--- config.mk ---
export PLATFORM = sky130hd
export DESIGN_NAME = lifn_ctrl
export DESIGN_NICKNAME = d
export VERILOG_FILES = /design/src/hdl/lifn_pkg.sv /design/src/hdl/lifn_ctrl.sv
export SDC_FILE = /design/constraint.sdc
export NUM_CORES = 1
export LEC_CHECK = 0
export ABC_AREA = 1
export BUFFER_PORTS_ARGS = -buffer_cell sky130_fd_sc_hd__buf_2
export CAP_MARGIN = 20
export CORE_AREA = 10 10 47 49
export CTS_CLUSTER_SIZE = 12
export DETAILED_ROUTE_END_ITERATION = 8
export DIE_AREA = 0 0 57 59
export SETUP_SLACK_MARGIN = 0.4
export SLEW_MARGIN = 20
export SYNTH_ARGS = -nofsm -noshare
export SYNTH_HDL_FRONTEND = slang
export SYNTH_SLANG_ARGS = --single-unit
--- constraint.sdc ---
create_clock -name i_clk -period 2.8 [get_ports i_clk]
set_input_delay 0.42 -clock i_clk [delete_from_list [all_inputs] [get_ports i_clk]]
set_output_delay 0.42 -clock i_clk [all_outputs]
set_load 0.03 [all_outputs]
--- src/hdl/lifn_pkg.sv ---
// ----------------------------------------------------------------------------
// lifn_pkg
// Shared types, constants and helpers for the leaky integrate-and-fire
// neuron array step block.
// ----------------------------------------------------------------------------
`default_nettype none

package lifn_pkg;

    // default array size
    localparam int unsigned NEURONS_DEFAULT = 1024;

    // field widths
    localparam int unsigned NEURON_W = 10;
    localparam int unsigned TIME_W   = 24;
    localparam int unsigned KICK_W   = 4;
    localparam int unsigned DATA_W   = 32;
    localparam int unsigned COEF_W   = 16;
    localparam int unsigned REFR_W   = 8;
    localparam int unsigned LEVEL_W  = 31;
    localparam int unsigned CFG_IDX_W = 3;

    // configuration register reset values
    localparam logic [COEF_W-1:0]  MEMBRANE_DECAY_RST    = 16'd65209;
    localparam logic [COEF_W-1:0]  CONDUCTANCE_DECAY_RST = 16'd64238;
    localparam logic [COEF_W-1:0]  COUPLING_GAIN_RST     = 16'd324;
    localparam logic [REFR_W-1:0]  REFRACTORY_STEPS_RST  = 8'd22;
    localparam logic [LEVEL_W-1:0] FIRE_THRESHOLD_RST    = 31'd458752;
    localparam logic [LEVEL_W-1:0] KICK_AMOUNT_RST       = 31'd4505600;

    // largest ready time
    localparam logic [TIME_W-1:0] READY_MAX = '1;

    // configuration register indexes
    typedef enum logic [CFG_IDX_W-1:0] {
        REG_MEMBRANE_DECAY    = 3'd0,
        REG_CONDUCTANCE_DECAY = 3'd1,
        REG_COUPLING_GAIN     = 3'd2,
        REG_REFRACTORY_STEPS  = 3'd3,
        REG_FIRE_THRESHOLD    = 3'd4,
        REG_KICK_AMOUNT       = 3'd5
    } t_reg_idx;

    // operation codes
    localparam logic CMD_DEPOSIT = 1'b0;
    localparam logic CMD_STEP    = 1'b1;

    // configuration register set
    typedef struct packed {
        logic [COEF_W-1:0]  membrane_decay;
        logic [COEF_W-1:0]  conductance_decay;
        logic [COEF_W-1:0]  coupling_gain;
        logic [REFR_W-1:0]  refractory_steps;
        logic [LEVEL_W-1:0] fire_threshold;
        logic [LEVEL_W-1:0] kick_amount;
    } t_cfg;

    // controller to datapath commands
    typedef struct packed {
        logic clear_step;
        logic capture;
        logic read;
        logic mul;
        logic sum;
        logic kick;
        logic commit;
    } t_dp_cmd;

    // datapath to controller status
    typedef struct packed {
        logic clear_last;
    } t_dp_status;

    // saturate a wide signed sum to the signed 32-bit range
    function automatic logic [DATA_W-1:0] sat32(input logic signed [36:0] x);
        logic [DATA_W-1:0] res;
        if (x > 37'sh0_7FFF_FFFF) begin
            res = 32'h7FFF_FFFF;
        end else if (x < -37'sh0_8000_0000) begin
            res = 32'h8000_0000;
        end else begin
            res = x[DATA_W-1:0];
        end
        return res;
    endfunction

endpackage

`default_nettype wire

--- src/hdl/lifn_ctrl.sv ---
// ----------------------------------------------------------------------------
// lifn_ctrl
// Sequencer: clearing pass after reset, then one transaction at a time
// through read, multiply, sum, kick and commit; owns the handshakes.
// ----------------------------------------------------------------------------
`default_nettype none

module lifn_ctrl (
    input  wire logic                 i_clk,
    input  wire logic                 i_rst_n,
    input  wire logic                 i_in_valid,
    output      logic                 o_in_ready,
    output      logic                 o_out_valid,
    input  wire logic                 i_out_ready,
    output      lifn_pkg::t_dp_cmd    o_cmd,
    input  wire lifn_pkg::t_dp_status i_status
);

    typedef enum logic [2:0] {
        S_CLEAR,
        S_IDLE,
        S_READ,
        S_MUL,
        S_SUM,
        S_KICK,
        S_DONE
    } t_state;

    t_state r_state;
    t_state n_state;
    logic   r_out_valid;
    logic   n_commit;

    assign n_commit = (r_state == S_DONE) && (!r_out_valid || i_out_ready);

    // datapath commands
    assign o_cmd.clear_step = (r_state == S_CLEAR);
    assign o_cmd.capture    = (r_state == S_IDLE) && i_in_valid;
    assign o_cmd.read       = (r_state == S_READ);
    assign o_cmd.mul        = (r_state == S_MUL);
    assign o_cmd.sum        = (r_state == S_SUM);
    assign o_cmd.kick       = (r_state == S_KICK);
    assign o_cmd.commit     = n_commit;

    assign o_in_ready  = (r_state == S_IDLE);
    assign o_out_valid = r_out_valid;

    // next state
    always_comb begin
        n_state = r_state;
        case (r_state)
            S_CLEAR: if (i_status.clear_last) n_state = S_IDLE;
            S_IDLE:  if (i_in_valid) n_state = S_READ;
            S_READ:  n_state = S_MUL;
            S_MUL:   n_state = S_SUM;
            S_SUM:   n_state = S_KICK;
            S_KICK:  n_state = S_DONE;
            S_DONE:  if (n_commit) n_state = S_IDLE;
            default: n_state = S_CLEAR;
        endcase
    end

    // state and result valid
    always_ff @(posedge i_clk) begin
        if (!i_rst_n) begin
            r_state     <= S_CLEAR;
            r_out_valid <= 1'b0;
        end else begin
            r_state <= n_state;
            if (n_commit) begin
                r_out_valid <= 1'b1;
            end else if (i_out_ready) begin
                r_out_valid <= 1'b0;
            end
        end
    end

    // a pending result is never overwritten
    a_no_overwrite: assert property (@(posedge i_clk) disable iff (!i_rst_n)
        n_commit |-> (!r_out_valid || i_out_ready))
        else $error("result overwritten while pending");

    // a captured transaction always starts its read next
    a_capture_read: assert property (@(posedge i_clk) disable iff (!i_rst_n)
        o_cmd.capture |=> (r_state == S_READ))
        else $error("capture not followed by read");

    // no transaction accepted during the clearing pass
    a_clear_blocks: assert property (@(posedge i_clk) disable iff (!i_rst_n)
        (r_state == S_CLEAR) |-> !o_in_ready)
        else $error("input ready during clearing pass");

    // a new result only comes from the commit stage
    a_valid_source: assert property (@(posedge i_clk) disable iff (!i_rst_n)
        $rose(r_out_valid) |-> $past(r_state == S_DONE))
        else $error("result valid raised outside commit");

endmodule

`default_nettype wire

==> impl_metrics.sql <==
INSERT INTO impl_metrics (metric_group, metric, value, unit) VALUES
('hold_path', 'hp-class', 'in -> reg', ''),
('critical_path', 'element_type_at_the_critical_path_start', 'flip-flop', ''),
('timing', 'period_share', '0.571', ''),
('yosys', 'syn_nets', '51', ''),
('power_and_ir_drop', 'p_per_area', '643', 'nW/um2'),
('flow_run', 'drv_cap', '0', ''),
('floorplanning', 'top_ports', '14', ''),
('grt', 'antenna_found_initial', '0', ''),
('timing', 'finalSetupViolCount', '0', ''),
('yosys', 'synthesis.area_per_instance', '5.82', 'um2'),
('clocking', 'insertion_delay', '0.23', 'ns'),
('finish', 'multi_input_gate_area', '131', 'um2'),
('finish', 'most-common-layout-cells', 'sky130_fd_sc_hd__buf_2 (13), sky130_fd_sc_hd__nor2_1 (11), sky130_fd_sc_hd__inv_1 (10)', ''),
('clocking', 'cts-buffers-inserted', '3', ''),
('finish', 'antenna_cells', '0', ''),
('critical_path', 'critPathKind', 'reg -> out', ''),
('timing', 'rsz0062_at_grt', 'false', ''),
('clocking', 'tritoncts_clock_tree', 'yes', ''),
('grt', 'grt_first_pass_wirelength', '1.12', 'mm'),
('finish', 'final_layout_size_suffix_gt1_frac', '0.328', ''),
('routing', 'tritonroute_pass_1_iters', '4', ''),
('timing', 'timing.max_slew.rel_slack', '0.873', ''),
('yosys', 'instance_count_of_the_mapped_netlist', '46', ''),
('yosys', 'register_bit_total_from_synthesis', '4', ''),
('floorplanning', 'dieWidth', '57', 'um'),
('finish', 'final-instance-count-excl-fill', '77', ''),
('yosys', 'synth_cell_type_count', '12', ''),
('run_status', 'result_of_the_run', 'finished clean', ''),
('clocking', 'cts_max_level', '1', ''),
('critical_path', 'crit_fanout', '6', ''),
('critical_path', 'cell_breakdown_of_the_critical_path', 'inv_2 -> nor2_1 -> inv_1 -> nor2_1 -> buf_2', ''),
('timing', 'fin_skew', '0.00243', 'ns'),
('clocking', 'ctsResizeCount', '0', ''),
('timing', 'fmax', '626', 'MHz'),
('timing', 'finalHoldViolCount', '0', ''),
('routing', 'drt-wirelength-per-cell', '8.97', 'um'),
('yosys', 'post_synth_instance_area', '268', 'um2'),
('placed_design', 'placedCellCount', '74', ''),
('critical_path', 'worst_path_max_delay_cell', 'sky130_fd_sc_hd__dfxtp_1', ''),
('grt', 'total_congestion_overflow', '0', ''),
('clocking', 'postCtsSetupRepairBufs', '0', ''),
('placed_design', 'gp_routability_congestion', '0.753', ''),
('clocking', 'clock_tree.buffer_depth', '2', ''),
('routing', 'drt.antenna.violating_nets', '0', ''),
('timing', 'tightestPinTransition', '0.191', 'ns'),
('timing', 'fin_crit', '1.60', 'ns'),
('clocking', 'cts.hold.buffers_added', '0', ''),
('power_and_ir_drop', 'ir_drop_worst_case_vdd', '166', 'uV'),
('critical_path', 'data_arrival_critical_path', '1.18', 'ns'),
('critical_path', 'worst_ep_required_time', '2.38', 'ns'),
('grt', 'first_global_vias', '281', ''),
('routing', 'vias_post_dr', '323', ''),
('clocking', 'cts_sinks', '4', ''),
('finish', 'layout.area.seq', '80.1', 'um2'),
('floorplanning', 'chipHeight', '59', 'um'),
('placed_design', 'place_area', '345', 'um2'),
('routing', '1st_iter_drt_viols', '8', ''),
('finish', 'final_nets', '68', ''),
('routing', 'finalWirelength', '691', 'um'),
('finish', 'post_route_cell_area', '368', 'um2'),
('power_and_ir_drop', 'power.static_leakage', '0.233', 'nW'),
('floorplanning', 'placeableCoreArea', '1400', 'um2'),
('routing', 'route.detailed.vias_per_inst', '4.19', ''),
('floorplanning', 'initial_core_utilization', '0.191', ''),
('clocking', 'cts.clk_slew.worst_paths', '0.04', 'ns'),
('grt', 'gr-usage-all-layers', '0.0450', ''),
('placed_design', 'port-buffer-count', '13', ''),
('yosys', 'yosys_warnings', '0', ''),
('routing', 'remaining_drc_errors', '0', ''),
('finish', 'fillerInstances', '165', ''),
('critical_path', 'path_common_cell', 'sky130_fd_sc_hd__nor2_1', ''),
('timing', 'fin_setup_tns', '0', 'ns'),
('clocking', 'cts-root-buf', 'sky130_fd_sc_hd__clkbuf_4', ''),
('placed_design', 'place_hpwl', '601', 'um'),
('timing', 'max_slew_violation_total_from_the_final_report', '0', ''),
('floorplanning', 'placementRows', '14', ''),
('finish', 'most_common_cell_after_layout_fill_and_taps_aside', 'sky130_fd_sc_hd__buf_2', ''),
('floorplanning', 'die-area', '3360', 'um2'),
('yosys', 'synth_seq_area_share', '0.299', ''),
('finish', 'syn_to_final_growth', '37.4', '%'),
('grt', 'grt_max_degree', '8', ''),
('critical_path', 'r2r_setup_slack', '1.79', 'ns'),
('critical_path', 'critical-path-max-stage-delay', '0.38', 'ns'),
('critical_path', 'end_kind', 'primary output', '');
## path summary, 6_finish.rpt
path | startpoint | to | cells past startpoint
hold reg to reg | o_out_valid | o_out_valid | 2
setup reg to reg | r_state[2] | r_state[0] | 5
hold / removal | i_rst_n | r_state[2] | 3
setup / recovery | r_state[0] | o_cmd[1] | 5
## cells by family (layout without fill, tap and decap cells)
logic type | Yosys count | after routing | share of synthesized area
simple gates | 24 | 24 | 0.407
buf+inv | 14 | 29 | 0.210
flops | 4 | 4 | 0.299
compound gates | 4 | 4 | 0.0841
## cells in the mapped netlist
master / instances / area (um2)
sky130_fd_sc_hd__a21oi_1: 3 / 15.0
sky130_fd_sc_hd__buf_4: 1 / 7.51
sky130_fd_sc_hd__dfxtp_1: 4 / 80.1
sky130_fd_sc_hd__inv_1: 10 / 37.5
sky130_fd_sc_hd__inv_2: 3 / 11.3
sky130_fd_sc_hd__nand2_1: 3 / 11.3
sky130_fd_sc_hd__nand3_1: 7 / 35.0
sky130_fd_sc_hd__nand4_1: 1 / 6.26
sky130_fd_sc_hd__nor2_1: 11 / 41.3
sky130_fd_sc_hd__nor3_1: 1 / 5.00
sky130_fd_sc_hd__nor3_2: 1 / 10.0
sky130_fd_sc_hd__o211ai_1: 1 / 7.51
## worst max-delay path: cells and delay by family, from the launching register on
| kind | cells | cell delay (ns) |
|---|---|---|
| flip-flops | 1 | 0.38 |
| AND/OR/NAND/NOR | 2 | 0.21 |
| buffers and inverters | 3 | 0.36 |
## report_power, final
part	leakage [nW]	internal, mW	switching, mW
registers	0.0328	0.0640	0.00780
clock network	0.0138	0.0477	0.0208
logic	0.186	0.0284	0.0677
## registers in the layout (all words and copies together) (netlist names)
signal       count
r_state          3
o_out_valid      1
## layer usage
metal,vias to the layer above,share of wire,global-route usage
met2,18,0.41,0.0527
met5,-,0,0
li1,173,-,-
met1,132,0.45,0.0465
met4,0,0,0.0403
met3,0,0.14,0.0408
## per-stage QoR
| step | worst slack [ns] | hold WS [ns] | power [mW] | util |
|---|---|---|---|---|
| 5_1_grt | 1.07 | 0.457 | 0.261 | 0.263 |
| 3_3_place_gp | 1.43 | 0.496 | 0.170 | 0.246 |
| 2_1_floorplan | 1.25 | 0.539 | 0.144 | - |
| 6_report | 1.20 | 0.455 | 0.236 | 0.263 |
| 4_1_cts | 1.18 | 0.449 | 0.243 | 0.263 |
| 3_5_place_dp | 1.41 | 0.507 | 0.170 | 0.246 |
## layout make-up
class | instances | share of cell area
flip-flops and latches | 4 | 0.218
clock buffers | 3 | 0.0612
inverters | 13 | 0.133
repair buffers | 13 | 0.177
multi-input cells | 28 | 0.357
well taps | 16 | 0.0544
Note: power is estimated with default switching activity, not from simulation.
