[config.mk]
export PLATFORM = sky130hd
export DESIGN_NAME = lifn_cfg
export DESIGN_NICKNAME = d
export VERILOG_FILES = /design/src/hdl/lifn_pkg.sv /design/src/hdl/lifn_cfg.sv
export SDC_FILE = /design/constraint.sdc
export NUM_CORES = 1
export LEC_CHECK = 0
export BUFFER_PORTS_ARGS = -buffer_cell sky130_fd_sc_hd__buf_2
export CORE_MARGIN = 4
export CORE_UTILIZATION = 30
export DETAILED_ROUTE_END_ITERATION = 12
export HOLD_SLACK_MARGIN = 0.12
export PLACE_DENSITY = 0.64
export SLEW_MARGIN = 20
export SYNTH_ARGS = -nofsm -noshare
export SYNTH_HDL_FRONTEND = slang
export SYNTH_SLANG_ARGS = --single-unit
export TNS_END_PERCENT = 50
[constraint.sdc]
create_clock -name i_clk -period 1.6 [get_ports i_clk]
set_clock_uncertainty 0.2 [all_clocks]
set_input_delay 0.32 -clock i_clk [delete_from_list [all_inputs] [get_ports i_clk]]
set_output_delay 0.32 -clock i_clk [all_outputs]
set_load 0.01 [all_outputs]
[src/hdl/lifn_pkg.sv]
// ----------------------------------------------------------------------------
// lifn_pkg
// Shared types, constants and helpers for the leaky integrate-and-fire
// neuron array step block.
// ----------------------------------------------------------------------------
`default_nettype none

package lifn_pkg;

    // default array size
    localparam int unsigned NEURONS_DEFAULT = 1024;

    // field widths
    localparam int unsigned NEURON_W = 10;
    localparam int unsigned TIME_W   = 24;
    localparam int unsigned KICK_W   = 4;
    localparam int unsigned DATA_W   = 32;
    localparam int unsigned COEF_W   = 16;
    localparam int unsigned REFR_W   = 8;
    localparam int unsigned LEVEL_W  = 31;
    localparam int unsigned CFG_IDX_W = 3;

    // configuration register reset values
    localparam logic [COEF_W-1:0]  MEMBRANE_DECAY_RST    = 16'd65209;
    localparam logic [COEF_W-1:0]  CONDUCTANCE_DECAY_RST = 16'd64238;
    localparam logic [COEF_W-1:0]  COUPLING_GAIN_RST     = 16'd324;
    localparam logic [REFR_W-1:0]  REFRACTORY_STEPS_RST  = 8'd22;
    localparam logic [LEVEL_W-1:0] FIRE_THRESHOLD_RST    = 31'd458752;
    localparam logic [LEVEL_W-1:0] KICK_AMOUNT_RST       = 31'd4505600;

    // largest ready time
    localparam logic [TIME_W-1:0] READY_MAX = '1;

    // configuration register indexes
    typedef enum logic [CFG_IDX_W-1:0] {
        REG_MEMBRANE_DECAY    = 3'd0,
        REG_CONDUCTANCE_DECAY = 3'd1,
        REG_COUPLING_GAIN     = 3'd2,
        REG_REFRACTORY_STEPS  = 3'd3,
        REG_FIRE_THRESHOLD    = 3'd4,
        REG_KICK_AMOUNT       = 3'd5
    } t_reg_idx;

    // operation codes
    localparam logic CMD_DEPOSIT = 1'b0;
    localparam logic CMD_STEP    = 1'b1;

    // configuration register set
    typedef struct packed {
        logic [COEF_W-1:0]  membrane_decay;
        logic [COEF_W-1:0]  conductance_decay;
        logic [COEF_W-1:0]  coupling_gain;
        logic [REFR_W-1:0]  refractory_steps;
        logic [LEVEL_W-1:0] fire_threshold;
        logic [LEVEL_W-1:0] kick_amount;
    } t_cfg;

    // controller to datapath commands
    typedef struct packed {
        logic clear_step;
        logic capture;
        logic read;
        logic mul;
        logic sum;
        logic kick;
        logic commit;
    } t_dp_cmd;

    // datapath to controller status
    typedef struct packed {
        logic clear_last;
    } t_dp_status;

    // saturate a wide signed sum to the signed 32-bit range
    function automatic logic [DATA_W-1:0] sat32(input logic signed [36:0] x);
        logic [DATA_W-1:0] res;
        if (x > 37'sh0_7FFF_FFFF) begin
            res = 32'h7FFF_FFFF;
        end else if (x < -37'sh0_8000_0000) begin
            res = 32'h8000_0000;
        end else begin
            res = x[DATA_W-1:0];
        end
        return res;
    endfunction

endpackage

`default_nettype wire

[src/hdl/lifn_cfg.sv]
// ----------------------------------------------------------------------------
// lifn_cfg
// Configuration register file; takes one write transaction per cycle.
// ----------------------------------------------------------------------------
`default_nettype none

module lifn_cfg (
    input  wire logic                          i_clk,
    input  wire logic                          i_rst_n,
    input  wire logic                          i_cfg_valid,
    output      logic                          o_cfg_ready,
    input  wire logic [lifn_pkg::CFG_IDX_W-1:0] i_cfg_index,
    input  wire logic [lifn_pkg::DATA_W-1:0]    i_cfg_data,
    output      lifn_pkg::t_cfg                o_cfg
);

    lifn_pkg::t_cfg r_cfg;

    assign o_cfg_ready = 1'b1;
    assign o_cfg       = r_cfg;

    // register writes, unknown indexes ignored
    always_ff @(posedge i_clk) begin
        if (!i_rst_n) begin
            r_cfg.membrane_decay    <= lifn_pkg::MEMBRANE_DECAY_RST;
            r_cfg.conductance_decay <= lifn_pkg::CONDUCTANCE_DECAY_RST;
            r_cfg.coupling_gain     <= lifn_pkg::COUPLING_GAIN_RST;
            r_cfg.refractory_steps  <= lifn_pkg::REFRACTORY_STEPS_RST;
            r_cfg.fire_threshold    <= lifn_pkg::FIRE_THRESHOLD_RST;
            r_cfg.kick_amount       <= lifn_pkg::KICK_AMOUNT_RST;
        end else if (i_cfg_valid) begin
            case (lifn_pkg::t_reg_idx'(i_cfg_index))
                lifn_pkg::REG_MEMBRANE_DECAY:
                    r_cfg.membrane_decay <= i_cfg_data[lifn_pkg::COEF_W-1:0];
                lifn_pkg::REG_CONDUCTANCE_DECAY:
                    r_cfg.conductance_decay <= i_cfg_data[lifn_pkg::COEF_W-1:0];
                lifn_pkg::REG_COUPLING_GAIN:
                    r_cfg.coupling_gain <= i_cfg_data[lifn_pkg::COEF_W-1:0];
                lifn_pkg::REG_REFRACTORY_STEPS:
                    r_cfg.refractory_steps <= i_cfg_data[lifn_pkg::REFR_W-1:0];
                lifn_pkg::REG_FIRE_THRESHOLD:
                    r_cfg.fire_threshold <= i_cfg_data[lifn_pkg::LEVEL_W-1:0];
                lifn_pkg::REG_KICK_AMOUNT:
                    r_cfg.kick_amount <= i_cfg_data[lifn_pkg::LEVEL_W-1:0];
                default: begin
                end
            endcase
        end
    end

endmodule

`default_nettype wire

==> results.cfg, run 1 <==
[run_status]
outcome = finished clean

[floorplanning]
io_pins = 157
die_h_microns = 132
dieArea_sq_um = 17300
row_count = 44
fp.dieW_microns = 132
core_area_sq_um = 14800
start_util_pct = 31.1

[worst_setup_path]
crit_arrival_ps = 910
cpPeakStageDelay_ps = 360
crit_fanout = 2
worst-setup-path-type = register to output pin
cp_num_buf_inv = 1
crit_required_ps = 1080
critPathTopFamily = flip-flops
crit_chain = buf_2
crit_path_start_kind = register
crit_slowest_cell = dfxtp_1
worstSetupEndpointType = output pin

[timing]
tns_ps = 0
whs_ps = 177
final-hold-violation-count = 0
fin_ws_ps = 172
period_share_pct = 89.2
timing.fmax_mhz = 700
setup_viol_count_final = 0
grt_setup_unrepaired = false
min_period_ps = 1430
maxSlewViolCount = 0

[clocking]
insertion_delay_ps = 400
cts_resized = 0
cts_buffer_depth = 2
cts_tree = built
root_buffer = clkbuf_16
cts_buffers = 17
clkTransAtPathRegs_ps = 50
cts_hold_buf = 31
clkSinkCount = 118
htreeDepth = 4
post_cts_buffers = 0

[route]
vias = 3761
avgRoutedWirePerCell_microns = 15.3
drtAntennaViolNets = 0
finalWirelength_microns = 12800
drt-initial-drc-count = 115
drc = 0
vias_per_cell = 4.47
first_pass_iters = 6

[logic_synthesis]
ys_types = 15
ys_seq_area_share_pct = 51.5
synth-seq-cells = 118
syn_area_per_cell_sq_um = 10.2
yosys_warnings = 0
netlist_instances = 449
synth_fp_nets = 487
syn_area_sq_um = 4590

[final_layout]
antenna_cells = 0
drive_gt1_share_pct = 32.6
multi_input_area_sq_um = 2100
area_growth_pct = 46.5
final_cell_area_sq_um = 6720
fillCellCount = 1382
layout_commonest_cell = buf_2
final_nets = 683
layout_common_cells = buf_2, mux2i_1, dfxtp_1
largest_reg_flops = 118
register_area_sq_um = 2360

[global_routing]
grt_pass1_vias = 3999
antenna_found_initial = 0
grt-ovfl-total = 0
grt_pass1_wl_microns = 21100
grt_max_degree = 37
track_usage_pct = 15.3

[pwr]
p_leak_nw = 3.17
vdd_drop_max_mv = 0.698
power.density_nw_per_um2 = 1170

[placed_design]
pre_cts_slack_ps = -115
port_buffers = 154
gp_congestion = 0.799
hpwl_microns = 9470
place_area_sq_um = 5750

[hold_path]
hp-class = input port to register

[run]
max_cap_viol_count = 0
==> kinds of logic (layout without fill, tap and decap cells) <==
logic type / count (synthesis) / after routing / share of synthesized area (%)
mux: 118 / 118 / 25.7
simple gates: 177 / 177 / 18.9
flops: 118 / 118 / 51.5
other cells: 1 / 1 / 0.0817
buf+inv: 35 / 243 / 3.82
==> where the power goes <==
| part | leakage, nW | switching, mW | total [mW] | internal (mW) |
|---|---|---|---|---|
| combinational | 1.88 | 0.288 | 0.569 | 0.281 |
| sequential | 0.956 | 0.0333 | 3.04 | 3.01 |
| clock | 0.327 | 1.27 | 4.25 | 2.98 |
| total | 3.17 | 1.59 | 7.86 | 6.27 |
==> final cells by class <==
class,count,share of cell area (%)
clock buffer,21,6.85
clock inverter,10,2.98
multi-input combinational,296,31.2
sequential,118,35.1
tap,184,3.42
timing repair buffer,212,20.4
==> per-stage QoR <==
| stage | cells | util [%] | total power, mW |
|---|---|---|---|
| 2_1_floorplan | 449 | - | 3.37 |
| 3_3_place_gp | 779 | 39.0 | 3.60 |
| 3_5_place_dp | 779 | 39.0 | 3.62 |
| 4_1_cts | 841 | 45.6 | 7.97 |
| 5_1_grt | 841 | 45.6 | 8.16 |
| 6_report | 841 | 45.6 | 7.86 |
==> cells in the mapped netlist <==
cell type | instances | share of area [%]
and4b_1 | 1 | 0.22
buf_2 | 8 | 0.87
buf_4 | 5 | 0.82
buf_6 | 2 | 0.49
clkbuf_1 | 20 | 1.6
conb_1 | 1 | 0.082
dfxtp_1 | 118 | 51
mux2i_1 | 118 | 26
nand2_1 | 111 | 9.1
nand4b_1 | 2 | 0.38
nand4bb_1 | 1 | 0.25
nor2b_1 | 57 | 7.8
nor4b_2 | 1 | 0.33
nor4bb_1 | 3 | 0.65
or4b_1 | 1 | 0.22
==> path summary, 6_finish.rpt <==
kind | startpoint | endpoint | slack, ps | cells past startpoint
min | i_cfg_index[2] | o_cfg[108] | 180 | 4
min reg2reg | o_cfg[50] | o_cfg[50] | 250 | 2
max reg2reg | o_cfg[63] | o_cfg[63] | 760 | 2
max | o_cfg[96] | o_cfg[96] | 170 | 1
==> routing by layer <==
metal	vias up	GRT usage, %	routed length [microns]
met4	0	4.96	178
met3	16	6.69	877
met1	1766	16.9	5340
met2	110	26.4	6440
met5	-	0	0
li1	1869	-	-
No activity file was read; power rests on OpenSTA's default activity.
==> run 2: changes to the inputs <==
--- a/config.mk
+++ b/config.mk
@@ -5,12 +5,13 @@
 export SDC_FILE = /design/constraint.sdc
 export NUM_CORES = 1
 export LEC_CHECK = 0
+export ABC_AREA = 1
 export BUFFER_PORTS_ARGS = -buffer_cell sky130_fd_sc_hd__buf_2
 export CORE_MARGIN = 4
-export CORE_UTILIZATION = 30
+export CORE_UTILIZATION = 45
 export DETAILED_ROUTE_END_ITERATION = 12
 export HOLD_SLACK_MARGIN = 0.12
-export PLACE_DENSITY = 0.64
+export PLACE_DENSITY = 0.86
 export SLEW_MARGIN = 20
 export SYNTH_ARGS = -nofsm -noshare
 export SYNTH_HDL_FRONTEND = slang
==> results.cfg, run 2 <==
[clocking]
cts_buffers = 17
htreeDepth = 4
root_buffer = clkbuf_8
cts_buffer_depth = 2
clkTransAtPathRegs_ps = 60
cts_tree = built
clkSinkCount = 118
insertion_delay_ps = 500
post_cts_buffers = 0

[timing]
min_period_ps = 1590
timing.fmax_mhz = 628
period_share_pct = 99.6
final-hold-violation-count = 0
worst_slew_pin_slew_ps = 592
slew-limit-headroom_pct = 60.6
setup_viol_count_final = 0
grt_setup_unrepaired = true
maxSlewViolCount = 0
whs_ps = 73.0

[route]
avgRoutedWirePerCell_microns = 16.1
first_pass_iters = 5
drtAntennaViolNets = 0
drt-initial-drc-count = 402
drc = 0
vias = 5275
finalWirelength_microns = 16500
vias_per_cell = 5.15

[pwr]
seqPwrFrac_pct = 39.2
p_leak_nw = 3.51
power.density_nw_per_um2 = 1120
p_sw_mw = 1.92
netSwitchingFraction_pct = 24.3
vdd_drop_max_mv = 0.777
p_int_mw = 5.99
power_frac_comb_pct = 11.3
clkPwrFrac_pct = 49.5

[logic_synthesis]
syn_area_sq_um = 4570
netlist_top_cells_count = nand2_1, nor2_1, dfxtp_1, nand3_1, inv_1
netlist_instances = 652
async_flop_share_pct = 0
synth-seq-cells = 118
ys.flop_type = dfxtp_1
synth.most_common_cell = nand2_1
synth_edf_count = 0
syn_area_per_cell_sq_um = 7.00
yosys_warnings = 0
synth.top_cell.area_share_pct = 51.7
ys_seq_area_share_pct = 51.7
ys_types = 13
synth_top_area_cell = dfxtp_1
synth_area_leaders = dfxtp_1, nand2_1, nor2_1, nand3_1, inv_1
synth_fp_nets = 690

[final_layout]
drive_gt1_share_pct = 24.7
area_growth_pct = 54.4
antenna_cells = 0
layout_common_cells = nand2_1, nor2_1, buf_2
largest_reg_flops = 118
final_core_util_pct = 71.8
instances_no_fill = 1024
layout_commonest_cell = nand2_1
final_nets = 917
fillCellCount = 736

[worst_setup_path]
crit_arrival_ps = 1790
crit_required_ps = 1800
crit_path_start_kind = input port
worstSetupEndpointType = register
crit_fanout = 2
worst-setup-path-type = input port to register

[floorplanning]
row_count = 36
io_pins = 157
dieArea_sq_um = 11800
fp.dieW_microns = 109
core_area_sq_um = 9820
die_h_microns = 109
start_util_pct = 46.5

[global_routing]
grt_max_degree = 66
use_met1_pct = 32.0
track_usage_pct = 28.3
grt-ovfl-total = 0
antenna_found_initial = 0
met3_usage_pct = 7.70
grt_pass1_wl_microns = 25900
grt_use_met2_pct = 48.3
grt_pass1_vias = 5225
busiest_layer = met2

[run]
max_cap_viol_count = 0

[run_status]
outcome = finished clean

[placed_design]
hpwl_microns = 9260
placedCellCount = 913
gp_congestion = 0.828
port_buffers = 154

[hold_path]
hp-class = input port to register
[run 2: path summary, 6_finish.rpt]
kind,startpoint,end,slack [ps],depth (start not counted)
worst max-delay path,i_cfg_data[19],o_cfg[19],7,7
worst min-delay path,i_rst_n,o_cfg[52],70,4
worst max register to register,o_cfg[88],o_cfg[88],200,3
worst min register to register,o_cfg[98],o_cfg[98],270,2
[run 2: per-stage QoR]
step                total power, mW  TNS (ps)  worst slack, ps  area [sq um]
floorplan                      3.55         0              241          4570
global placement               3.83         0             38.5          5540
detailed placement             3.84         0             1.23          5540
CTS                            7.88         0             11.7          6960
global route                   8.19     -79.1            -28.7          7050
finish                         7.92         0             6.51          7050
[run 2: worst max-delay path, stage by stage]
cell,delay (ps)
dlygate4sd3_1,540
buf_2,130
inv_1,70
nand3_1,80
nand2_1,70
dlygate4sd3_1,550
nor2_1,40
[run 2: logic make-up after synthesis]
kind of cell | share of synthesized area [%]
and+or+nand+nor | 41.2
DFF | 51.7
buffers and inverters | 6.99
other | 0.0821
[run 2: per-layer routing]
layer  wire length (microns)  vias to the layer above
met4                     748                        0
met5                       0                        -
li1                        -                     2480
met1                    6210                     2419
met2                    8130                      300
met3                    1400                       76
[run 2: layout make-up]
type                    instances  area (sq um)  share of cell area (%)
clock inverters                13           181                    2.57
inverters                      35           134                    1.90
clock buffers                  18           428                    6.07
flip-flops and latches        118          2360                    33.5
multi-input cells             458          1910                    27.1
well taps                     133           166                    2.36
repair buffers                249          1870                    26.5
[run 2: repair_timing]
action / CTS / global route
gates resized for setup: 0 / 27
endpoints found under the hold margin: 106 / 1
setup endpoints to repair: 0 / 54
hold buffers: 81 / 1
[run 2: power groups by stage]
stage / Sequential (mW) / Combinational (mW) / Clock (mW)
after detailed placement: 3.16 / 0.684 / 0
after global placement: 3.16 / 0.674 / 0
after floorplan: 3.21 / 0.342 / 0
after global routing: 3.11 / 0.976 / 4.11
after CTS: 3.10 / 0.835 / 3.95
final: 3.10 / 0.893 / 3.92
==> run 3: changes to the inputs <==
--- a/config.mk
+++ b/config.mk
@@ -6,10 +6,11 @@
 export NUM_CORES = 1
 export LEC_CHECK = 0
 export ABC_AREA = 1
+export ABC_CLOCK_PERIOD_IN_PS = 1600
 export BUFFER_PORTS_ARGS = -buffer_cell sky130_fd_sc_hd__buf_2
-export CORE_MARGIN = 4
 export CORE_UTILIZATION = 45
 export DETAILED_ROUTE_END_ITERATION = 12
+export GPL_TIMING_DRIVEN = 0
 export HOLD_SLACK_MARGIN = 0.12
 export PLACE_DENSITY = 0.86
 export SLEW_MARGIN = 20
==> results.cfg, run 3 (synthesis results as in run 2) <==
[worst_setup_path]
crit_arrival_ps = 1760
worstSetupEndpointType = register
worstRegToRegCells = 3
endpoint = o_cfg[30]
cp_common_cell = dlygate4sd3_1
reg2reg_from = o_cfg[106]
crit_slowest_cell = dlygate4sd3_1
worst-setup-path-type = input port to register
crit_path_start_kind = input port
crit_fanout = 2
cpPeakStageDelay_ps = 540
cp-startpoint = i_cfg_data[30]
crit_required_ps = 1800
rrSetupSlack_ps = 270
r2r_end = o_cfg[106]
crit_chain = dlygate4sd3_1 > buf_2 > inv_2 > nand3_1 > nand2_1 > nor2_1 > dlygate4sd3_1

[clocking]
clkSinkCount = 118
insertion_delay_ps = 520
cts_tree = built
cts_buffers = 17
root_buffer = clkbuf_8
post_cts_buffers = 0
htreeDepth = 4
cts_buffer_depth = 2
clkTransAtPathRegs_ps = 60

[timing]
final-hold-violation-count = 0
period_share_pct = 97.4
whs_ps = 158
setup_viol_count_final = 0
timing.fmax_mhz = 642
min_period_ps = 1560
worst_slew_pin_slew_ps = 558
maxSlewViolCount = 0
slew-limit-headroom_pct = 62.8

[final_layout]
final_cell_area_sq_um = 6560
area_growth_pct = 43.6
drive_gt1_share_pct = 24.9
instances_no_fill = 1015
largest_reg_flops = 118
layout_commonest_cell = buf_2
layout_common_cells = buf_2, nand2_1, nor2_1
final_nets = 907
fillCellCount = 839
antenna_cells = 0

[run_status]
outcome = finished clean

[floorplanning]
row_count = 36
io_pins = 157
fp.dieW_microns = 103
die_h_microns = 103
start_util_pct = 46.5
core_area_sq_um = 9820
dieArea_sq_um = 10600

[route]
vias = 5117
drc = 0
drt-initial-drc-count = 338
finalWirelength_microns = 14900
first_pass_iters = 5
vias_per_cell = 5.04
drtAntennaViolNets = 0
avgRoutedWirePerCell_microns = 14.7

[pwr]
total_power_mw = 7.71
power.density_nw_per_um2 = 1180
vdd_drop_max_mv = 0.875
p_leak_nw = 3.32

[placed_design]
port_buffers = 153
placedCellCount = 938
hpwl_microns = 9970
place_area_sq_um = 5500
gp_congestion = 0.969

[hold_path]
hold_start = i_cfg_index[1]
hp-class = input port to register

[run]
max_cap_viol_count = 0

[global_routing]
track_usage_pct = 29.6
antenna_found_initial = 0
grt_pass1_wl_microns = 23500
grt-ovfl-total = 0
grt_max_degree = 17
grt_pass1_vias = 4722
[run 3: stage by stage]
step / worst slack [ps] / TNS, ps / util [%]
6_report: 42.4 / 0 / 66.8
5_1_grt: -11.1 / -11.1 / 66.8
4_1_cts: 6.90 / 0 / 66.7
3_5_place_dp: -169 / -7850 / 56.0
3_3_place_gp: -158 / -7770 / 56.0
2_1_floorplan: 241 / 0 / -
[run 3: layout make-up]
type	instances	area, sq um	share of cell area [%]
Clock buffer	19	442	6.74
Tap cell	133	166	2.54
Buffer	41	193	2.94
Sequential cell	118	2360	36.0
Timing Repair Buffer	198	1220	18.5
Inverter	35	131	2.00
Multi-Input combinational cell	458	1890	28.8
Clock inverter	13	155	2.37
[run 3: worst max-delay path, delay by kind of cell]
kind                   cells  cell delay (ps)
and+or+nand+nor            3              190
buffers and inverters      4             1250
[run 3: worst min path at each step]
stage | slack, ps | to | depth (start not counted)
5_1_grt | 180 | o_cfg[61] | 4
3_3_place_gp | 240 | o_cfg[18] | 2
6_report | 160 | o_cfg[18] | 5
4_1_cts | 140 | o_cfg[65] | 5
2_1_floorplan | 230 | o_cfg[100] | 2
3_5_place_dp | 250 | o_cfg[22] | 2
[run 3: routing by layer]
layer  wire length, microns  vias to the layer above  track usage [%]
met5                      0                        -                0
met4                    547                        0             14.5
met3                   1450                       44             7.80
met2                   6820                      311             46.8
met1                   6060                     2308             37.5
li1                       -                     2454                -
[run 3: where the power goes]
group	internal, mW	switching, mW
registers	3.04	0.0514
logic	0.300	0.478
clock network	2.44	1.40
[run 3: timing repair]
| item | in CTS | in global routing |
|---|---|---|
| gates resized for setup | 0 | 5 |
| endpoints found under the hold margin | 117 | 0 |
| setup endpoints to repair | 0 | 3 |
| hold buffers | 45 | 0 |
